`config.mk`:
```
export PLATFORM = sky130hd
export DESIGN_NAME = pls_ram
export DESIGN_NICKNAME = d
export VERILOG_FILES = /design/src/hdl/pls_ram.sv
export SDC_FILE = /design/constraint.sdc
export NUM_CORES = 1
export LEC_CHECK = 0
export BUFFER_PORTS_ARGS = -buffer_cell sky130_fd_sc_hd__buf_2
export CAP_MARGIN = 15
export CELL_PAD_IN_SITES_DETAIL_PLACEMENT = 1
export CELL_PAD_IN_SITES_GLOBAL_PLACEMENT = 2
export CORE_MARGIN = 2
export CORE_UTILIZATION = 45
export DETAILED_ROUTE_END_ITERATION = 10
export PLACE_DENSITY = 0.75
export RECOVER_POWER = 50
export REMOVE_ABC_BUFFERS = 1
export SETUP_SLACK_MARGIN = 0.05
export SLEW_MARGIN = 20
export SYNTH_ARGS = -nofsm -noshare
export SYNTH_HDL_FRONTEND = slang
export SYNTH_SLANG_ARGS = --single-unit
```
`constraint.sdc`:
```
create_clock -name aclk -period 2.7 [get_ports aclk]
set_clock_uncertainty 0.1 [all_clocks]
set_input_delay 0.54 -clock aclk [delete_from_list [all_inputs] [get_ports aclk]]
set_output_delay 0.54 -clock aclk [all_outputs]
set_load 0.02 [all_outputs]
```
`src/hdl/pls_ram.sv`:
```
`timescale 1ns / 1ps
// ----------------------------------------------------------------------------
// pls_ram
// Generic single-write, single-read RAM with registered read data.
// ----------------------------------------------------------------------------
module pls_ram #(
    parameter int WIDTH = 8,
    parameter int DEPTH = 16
) (
    input  logic                     aclk,
    input  logic                     wr_en,
    input  logic [$clog2(DEPTH)-1:0] wr_addr,
    input  logic [WIDTH-1:0]         wr_data,
    input  logic [$clog2(DEPTH)-1:0] rd_addr,
    output logic [WIDTH-1:0]         rd_data
);

    logic [WIDTH-1:0] mem [DEPTH];
    logic [WIDTH-1:0] rd_data_reg;

    always_ff @(posedge aclk) begin
        if (wr_en) begin
            mem[wr_addr] <= wr_data;
        end
        rd_data_reg <= mem[rd_addr];
    end

    assign rd_data = rd_data_reg;

endmodule

```
==> impl_metrics.yaml <==
timing:
  final_hold_viol_count: 0
  max_freq_ghz: 0.589
  worstMarginPinSlew_ns: 0.753
  rsz0062_at_grt: "no"
  setup-violations-final: 0
  fin_crit_ns: 1.70
  fin_ws_ns: 1.00
  fin_crit_sh_pct: 62.9
  finalMaxSlewViolations: 0
  setup_tns_ns: 0
  relSlewSlack_pct: 49.6
place:
  port_buffers: 25
  hpwl_um: 6350
  place_inst: 406
  pre_cts_ws_ns: 0.511
  gp_congestion: 0.714
logic_synthesis:
  synth_top_area_share_pct: 74.7
  ys_ff_latch: 136
  synth.most_common_cell: "edfxtp_1"
  synth_top_cells_by_count: "edfxtp_1, mux4_2, a22oi_1"
  avgSynthCellArea_um2: 22.5
  yosysTopAreaCell: "edfxtp_1"
  synth-async-reset-ratio_pct: 0
  ys_types: 19
  synth-edff-count: 128
  syn_area_um2: 5150
  synth_area_leaders: "edfxtp_1, mux4_2, mux4_1"
  synth_top_flop_cell: "edfxtp_1"
  seq_area_frac_synth_pct: 77.8
  yosys_warnings: 0
  netlist_instances: 229
cells_and_area:
  stdcell_count: 438
  register_area_um2: 4000
  areaGrowthSynthToFinish_pct: 20.0
  diodes: 0
  multiInputGateArea_um2: 1060
  largest_reg_flops: 128
  n_fill_cell: 983
  final_nets: 300
  drive_above_1_share_pct: 27.8
critical_path:
  crit_family: "multiplexers"
  criticalPathCategory: "input pin to flip-flop"
  cp-start-kind: "input pin"
  cp_cell_sequence: "buf_2, buf_12, mux4_1, a22oi_1, nand2_1"
  path_buf_inv: 2
  slowest_stage: "mux4_1"
  worst-path-max-fanout: 32
  max_stage_delay_ns: 0.59
  arrival_ns: 1.90
  worstSetupEndpointType: "flip-flop"
  critical_path_required_ns: 2.90
outcome:
  outcome: "complete, no violations"
route:
  routed-via-count: 2434
  first_pass_iters: 5
  drc: 0
  drt-total-wl_um: 10700
  wl_per_cell_um: 24.5
  drt_iter0_markers: 133
  ant_nets: 0
  routed_via_density: 5.56
clocking:
  cts_hold_buffers: 0
  cts_tree: "yes"
  cts_resized: 0
  cts_buffer_depth: 2
  cts_post_setup_buffers_inserted: 0
  cts_max_level: 4
  cts_buffers: 17
  clk_latency_ns: 0.42
  cts.sinks: 136
  clk_pin_slew_ns: 0.06
  cts_root_buf: "clkbuf_16"
pwr:
  ir_drop_mv: 0.457
  leakagePower_nw: 2.09
  power.density_nw_per_um2: 838
floorplanning:
  dieArea_um2: 12300
  coreArea_um2: 11300
  die_h_um: 111
  die_x_um: 111
  rows: 39
  ios: 26
  start_util_pct: 45.7
global_route:
  antenna_found_initial: 0
  grt_max_degree: 33
  grt_use_total_pct: 19.2
  grt_overflow: 0
  grt_pass1_wl_um: 16400
  grt_pass1_vias: 2630
run:
  cap_violations: 0
worst_hold_path:
  hp-class: "input pin to flip-flop"
## per-stage QoR
step	utilization [%]	hold slack (ns)	instance area, um^2	power [mW]
after CTS	54.9	0.402	6190	5.22
after floorplan	-	0.529	5060	2.53
after detailed placement	49.1	0.563	5530	2.66
after global routing	54.8	0.589	6180	5.33
after global placement	49.1	0.550	5530	2.65
final	54.8	0.565	6180	5.18
## where the power goes
part / internal, mW / leakage, nW / switching (mW) / total (mW)
combinational: 0.0928 / 0.552 / 0.140 / 0.233
sequential: 2.36 / 1.22 / 0.0155 / 2.38
clock: 1.72 / 0.311 / 0.846 / 2.57
## layout make-up
type	count	share of cell area, %
clock inverters	14	3.71
clock buffers	18	6.95
flip-flops and latches	136	64.8
repair buffers	44	4.50
well taps	143	2.90
multi-input cells	83	17.1
## per-layer routing
layer | GRT usage [%] | routed length, um | up-vias
met4 | 7.42 | 216 | 0
met2 | 29.6 | 5170 | 64
met5 | 0 | 0 | -
li1 | - | - | 1078
met3 | 6.23 | 514 | 19
met1 | 25.6 | 4820 | 1273
## path summary, 6_finish.rpt
path,startpoint,endpoint,slack [ns],cells after the start
worst min register to register,mem[5][2],rd_data[2],0.58,3
worst min-delay path,wr_data[6],mem[4][6],0.56,1
worst max-delay path,rd_addr[0],rd_data[0],1.00,5
worst max register to register,mem[0][0],rd_data[0],1.22,3
## cell usage in the layout (no fill, tap or decap)
cell type	n
a22oi_1	16
and2_1	1
and2b_1	1
buf_12	2
buf_2	16
buf_4	16
bufinv_16	6
clkbuf_1	11
clkbuf_16	17
clkinv_1	2
clkinv_2	2
clkinv_4	1
clkinvlp_4	3
dfxtp_1	8
edfxtp_1	128
mux4_1	14
mux4_2	18
nand2_1	9
nand2b_1	2
nand3_1	1
nand3b_1	2
nor2_1	13
nor2b_1	1
nor3_1	4
or3b_2	1
## kinds of logic (layout without fill, tap and decap cells)
kind of cell / after synthesis / count (layout) / synth area share, %
AOI/OAI and AO/OA: 16 / 16 / 2.33
buffers and inverters: 10 / 76 / 1.68
DFF: 136 / 136 / 77.8
muxes: 32 / 32 / 15.0
and+or+nand+nor: 35 / 35 / 3.18
(Power assumes the default switching activity.)
