<file path="src/hdl/pls_pkg.sv">
`timescale 1ns / 1ps
// ----------------------------------------------------------------------------
// pls_pkg
// Shared constants for the streaming 2-D pooling block.
// ----------------------------------------------------------------------------
package pls_pkg;

    localparam int MAX_WIDTH    = 128;
    localparam int MAX_CHANNELS = 32;
    localparam int MAX_POOL     = 4;
    localparam int MAX_HEIGHT   = 1024;

    localparam int SAMPLE_W = 16;
    localparam int ACC_W    = 21;
    localparam int COL_W    = $clog2(MAX_WIDTH);
    localparam int CH_W     = $clog2(MAX_CHANNELS);
    localparam int ROW_W    = $clog2(MAX_HEIGHT);
    localparam int ADDR_W   = COL_W + CH_W;
    localparam int DEPTH    = MAX_WIDTH * MAX_CHANNELS;
    localparam int CNT_W    = 5;

    localparam int CFG_INDEX_W = 3;
    localparam int CFG_DATA_W  = 11;

    localparam logic [CFG_INDEX_W-1:0] REG_POOL_MODE     = 3'd0;
    localparam logic [CFG_INDEX_W-1:0] REG_POOL_SIZE     = 3'd1;
    localparam logic [CFG_INDEX_W-1:0] REG_IMAGE_HEIGHT  = 3'd2;
    localparam logic [CFG_INDEX_W-1:0] REG_IMAGE_WIDTH   = 3'd3;
    localparam logic [CFG_INDEX_W-1:0] REG_CHANNEL_COUNT = 3'd4;

endpackage

</file>
<file path="src/hdl/pls_div.sv">
`timescale 1ns / 1ps
// ----------------------------------------------------------------------------
// pls_div
// Bit-serial signed divide by a small window count, truncating toward zero,
// with the quotient saturated to 16 bits.
// ----------------------------------------------------------------------------
module pls_div (
    input  logic                          aclk,
    input  logic                          aresetn,
    input  logic                          start,
    input  logic signed [pls_pkg::ACC_W-1:0]    dividend,
    input  logic [pls_pkg::CNT_W-1:0]           divisor,
    output logic                          done,
    output logic signed [pls_pkg::SAMPLE_W-1:0] quotient
);
    import pls_pkg::*;

    localparam int STEP_W = $clog2(ACC_W + 1);

    logic [ACC_W-1:0]   num_reg;
    logic [CNT_W-1:0]   rem_reg;
    logic [CNT_W-1:0]   div_reg;
    logic               neg_reg;
    logic [STEP_W-1:0]  step_reg;
    logic               busy_reg;
    logic               done_reg;
    logic [CNT_W:0]     rem_shift;
    logic               fits;
    logic [ACC_W-1:0]   mag;

    assign rem_shift = {rem_reg, num_reg[ACC_W-1]};
    assign fits      = rem_shift >= {1'b0, div_reg};
    assign mag       = dividend[ACC_W-1] ? ACC_W'(-dividend) : ACC_W'(dividend);

    always_ff @(posedge aclk) begin
        if (!aresetn) begin
            busy_reg <= 1'b0;
            done_reg <= 1'b0;
            step_reg <= '0;
        end else begin
            done_reg <= 1'b0;
            if (start) begin
                busy_reg <= 1'b1;
                step_reg <= STEP_W'(ACC_W);
            end else if (busy_reg) begin
                step_reg <= step_reg - 1'b1;
                if (step_reg == STEP_W'(1)) begin
                    busy_reg <= 1'b0;
                    done_reg <= 1'b1;
                end
            end
        end
    end

    always_ff @(posedge aclk) begin
        if (start) begin
            num_reg <= mag;
            rem_reg <= '0;
            div_reg <= divisor;
            neg_reg <= dividend[ACC_W-1];
        end else if (busy_reg) begin
            num_reg <= {num_reg[ACC_W-2:0], fits};
            rem_reg <= fits ? CNT_W'(rem_shift - {1'b0, div_reg}) : rem_shift[CNT_W-1:0];
        end
    end

    always_comb begin
        if (neg_reg) begin
            if (num_reg > ACC_W'(32768)) begin
                quotient = 16'sh8000;
            end else begin
                quotient = SAMPLE_W'(-num_reg);
            end
        end else begin
            if (num_reg > ACC_W'(32767)) begin
                quotient = 16'sh7fff;
            end else begin
                quotient = num_reg[SAMPLE_W-1:0];
            end
        end
    end

    assign done = done_reg;

endmodule

</file>
<file path="config.mk">
export PLATFORM = sky130hd
export DESIGN_NAME = pls_div
export DESIGN_NICKNAME = d
export VERILOG_FILES = /design/src/hdl/pls_pkg.sv /design/src/hdl/pls_div.sv
export SDC_FILE = /design/constraint.sdc
export NUM_CORES = 1
export LEC_CHECK = 0
export BUFFER_PORTS_ARGS = -buffer_cell sky130_fd_sc_hd__buf_2
export CORE_UTILIZATION = 30
export DETAILED_ROUTE_END_ITERATION = 7
export RECOVER_POWER = 25
export SYNTH_ARGS = -nofsm -noshare
export SYNTH_HDL_FRONTEND = slang
export SYNTH_SLANG_ARGS = --single-unit
export TNS_END_PERCENT = 5
</file>
<file path="constraint.sdc">
create_clock -name aclk -period 2.6 [get_ports aclk]
set_input_delay 0.39 -clock aclk [delete_from_list [all_inputs] [get_ports aclk]]
set_output_delay 0.39 -clock aclk [all_outputs]
set_load 0.01 [all_outputs]
</file>
==> flow_summary_export.csv <==
group,metric,value,unit
detailed_routing,drc,5,
yosys,synth-edff-count,27,
setup_path,cp_slowest_stage_delay,0.46,ns
yosys,synthCells,324,
global_routing,grt_max_degree,56,
yosys,yosysSeqAreaShare,0.379,
cells_and_area,stdcell_area,0.00348,mm²
timing,hold_viol,0,
setup_path,crit_path_top_delay_cell,"or4_4",
status,outcome,"complete, but fails checks",
floorplanning,core_area,0.00885,mm²
floorplanning,io_pins,46,
clocking,path_clk_slew,0.07,ns
floorplanning,die-area,0.00964,mm²
clocking,cts_sinks,39,
yosys,synth_top_cell_by_area,"edfxtp_1",
detailed_routing,met2_length,3370,µm
floorplanning,fp.dieW,98.2,µm
cells_and_area,layout-drive-gt1-share,0.247,
detailed_routing,routedLengthMet1,3070,µm
floorplanning,rows,34,
power_and_ir_drop,leakage,1.40,nW
timing,hold_ws,0.280,ns
global_routing,grt_use_total,0.139,
floorplanning,start_util,0.314,
detailed_routing,wl,6780,µm
timing,fmaxAchievable,0.385,GHz
timing,period_needed,2.60,ns
timing,fin_ws,0.00223,ns
detailed_routing,top_layer_used,"met4",
global_routing,grt_overflow_total,0,
yosys,ys.flop_type,"edfxtp_1",
detailed_routing,dr_wl_met3,278,µm
setup_path,arrival,2.21,ns
setup_path,cp-end-kind,"output pin",
yosys,syn_avg_cell_area,8.57,µm²
power_and_ir_drop,power_density,531,mW/mm²
cells_and_area,syn_to_final_growth,25.2,%
cells_and_area,nets,423,
timing,relSlewSlack,0.329,
clocking,clockRootBuffer,"clkbuf_8",
yosys,syn_area,0.00278,mm²
min_path,hp-class,"input port to flip-flop",
clocking,cts_tree,"yes",
place,place_area,0.00314,mm²
cells_and_area,largest_reg_flops,21,
yosys,yosysWarnings,0,
timing,drv_slew,0,
clocking,cts_max_path_buffers,2,
setup_path,path_cells,"or2_1, or4_4, nor4_2, buf_4, a31oi_1, a2bb2oi_1, buf_2",
place,globalplace.congestion,0.781,
timing,rsz0062_at_grt,"true",
timing,setup_viol,0,
global_routing,antenna_found_initial,0,
yosys,synth_fp_nets,364,
cells_and_area,final_cell_mix,"43 x nor2_1, 42 x buf_2, 29 x a21oi_1, 28 x nand2_1, 27 x edfxtp_1",
yosys,synth_cell_types,47,
timing,worst_slew_pin_slew,1.01,ns
timing,fin_crit_sh,0.999,
yosys,synth.area.top_cells,"edfxtp_1 29%, dfxtp_1 8.7%, xor2_1 6.6%, nor2_1 5.9%, a21oi_1 5.2%",
detailed_routing,dr.first_iter.drc_count,122,
cells_and_area,mostFrequentLayoutCell,"nor2_1",
clocking,numCtsBuffers,5,
detailed_routing,viasPerCell,5.16,
yosys,yosysTopAreaCellShare,0.292,
detailed_routing,vias,2539,
detailed_routing,dr.pass1.iters,6,
global_routing,grt_pass1_wl,10900,µm
yosys,async_flop_share,0,
setup_path,critPathKind,"flip-flop to output pin",
status,violations,"DRC",
setup_path,cp-start-kind,"flip-flop",
cells_and_area,diodes,0,
floorplanning,die_y,98.2,µm
setup_path,required,2.21,ns
place,port_buffers,45,
power_and_ir_drop,vdd_drop_max,0.000284,V
clocking,h-tree-depth,2,
global_routing,grt_pass1_vias,2270,
setup_path,crit_fanout,12,
place,dp_slack,0.0651,ns
timing,skew,0.00988,ns
detailed_routing,wl_per_cell,13.8,µm
yosys,synth-seq-cells,39,
place,dpl.hpwl,4760,µm
detailed_routing,detail-route-antenna-nets,0,
cells_and_area,postLayoutCoreUtil,0.393,
clocking,insertion_delay,0.29,ns
flow_run,maxCapViolCount,0,
[synthesized netlist by cell type (2+ instances only)]
cell type  instances
and3_1             2
o41ai_1            3
a21oi_1           29
nand3b_1           2
buf_2              2
nor4_1             6
nor2_1            44
clkbuf_2           2
nor4b_1            3
nor3_1            11
nand4b_1           5
ha_1              10
o21ai_0           16
nand2b_1           4
nand2_1           28
clkbuf_1          12
a21o_1             2
dfxtp_1           12
xnor2_1            3
a2bb2oi_1         12
mux2i_1            5
o31ai_1            8
a31oi_1            5
buf_1              2
nand3_1            4
nand4_1            4
edfxtp_1          27
inv_1             19
xor2_1            21
a211oi_1           4
[power breakdown]
part           switching [mW]  total [mW]  internal [mW]  leakage, nW
registers              0.0767       0.815          0.738        0.364
clock network           0.208       0.591          0.384       0.0654
logic                   0.235       0.440          0.206        0.972
total                   0.519        1.85           1.33         1.40
[worst paths after layout]
check	slack (ns)	cells after the start	to	startpoint
worst max-delay path	0.002	7	quotient[11]	num_reg[20]$_DFFE_PP_
worst min-delay path	0.28	1	div_reg[0]$_DFFE_PP_	divisor[0]
worst max register to register	0.14	9	rem_reg[0]$_SDFFE_PP0P_	num_reg[20]$_DFFE_PP_
worst min register to register	0.50	2	rem_reg[4]$_SDFFE_PP0P_	rem_reg[4]$_SDFFE_PP0P_
[per-stage QoR]
step	setup TNS, ns	cells	power (mW)
after floorplan	0	324	1.07
after global placement	0	469	1.21
after detailed placement	0	469	1.21
after CTS	-0.00137	485	1.83
after global routing	-1.13	492	1.95
final	0	492	1.85
[worst max-delay path: cells and delay by family, from the launching register on]
family / cells / cell delay [ns]
AO/OA/AOI/OAI: 2 / 0.21
buffers and inverters: 2 / 0.38
flip-flops: 1 / 0.39
AND/OR/NAND/NOR: 3 / 0.94
[area by class of cell]
class	instances	area [µm²]
Timing Repair Buffer	70	414
Clock buffer	6	72.6
Clock inverter	2	60.1
Sequential cell	39	1050
Inverter	19	71.3
Fill cell	908	5370
Multi-Input combinational cell	248	1670
Tap cell	108	135
[what timing repair did]
item                       CTS  global route
setup buffers                8             6
cloned                       0             1
hold endpoints to repair     0             0
resized for setup            7            13
hold buffers                 0             0
setup endpoints to repair   14            15
pin swaps                    1             1
[cell families (layout without fill, tap and decap cells)]
family	count (synthesis)	in the layout	synth area share
buf+inv	37	97	0.0518
simple gates	122	122	0.220
xor+xnor	24	24	0.0757
mux	6	6	0.0221
compound gates	85	85	0.199
fa+ha+maj	11	11	0.0523
flops	39	39	0.379
[per-layer routing]
layer / GRT usage / vias up
li1: - / 1302
met4: 0.0310 / 0
met2: 0.240 / 52
met3: 0.0272 / 7
met1: 0.179 / 1178
met5: 0 / -
Note: power is estimated with default switching activity, not from simulation.
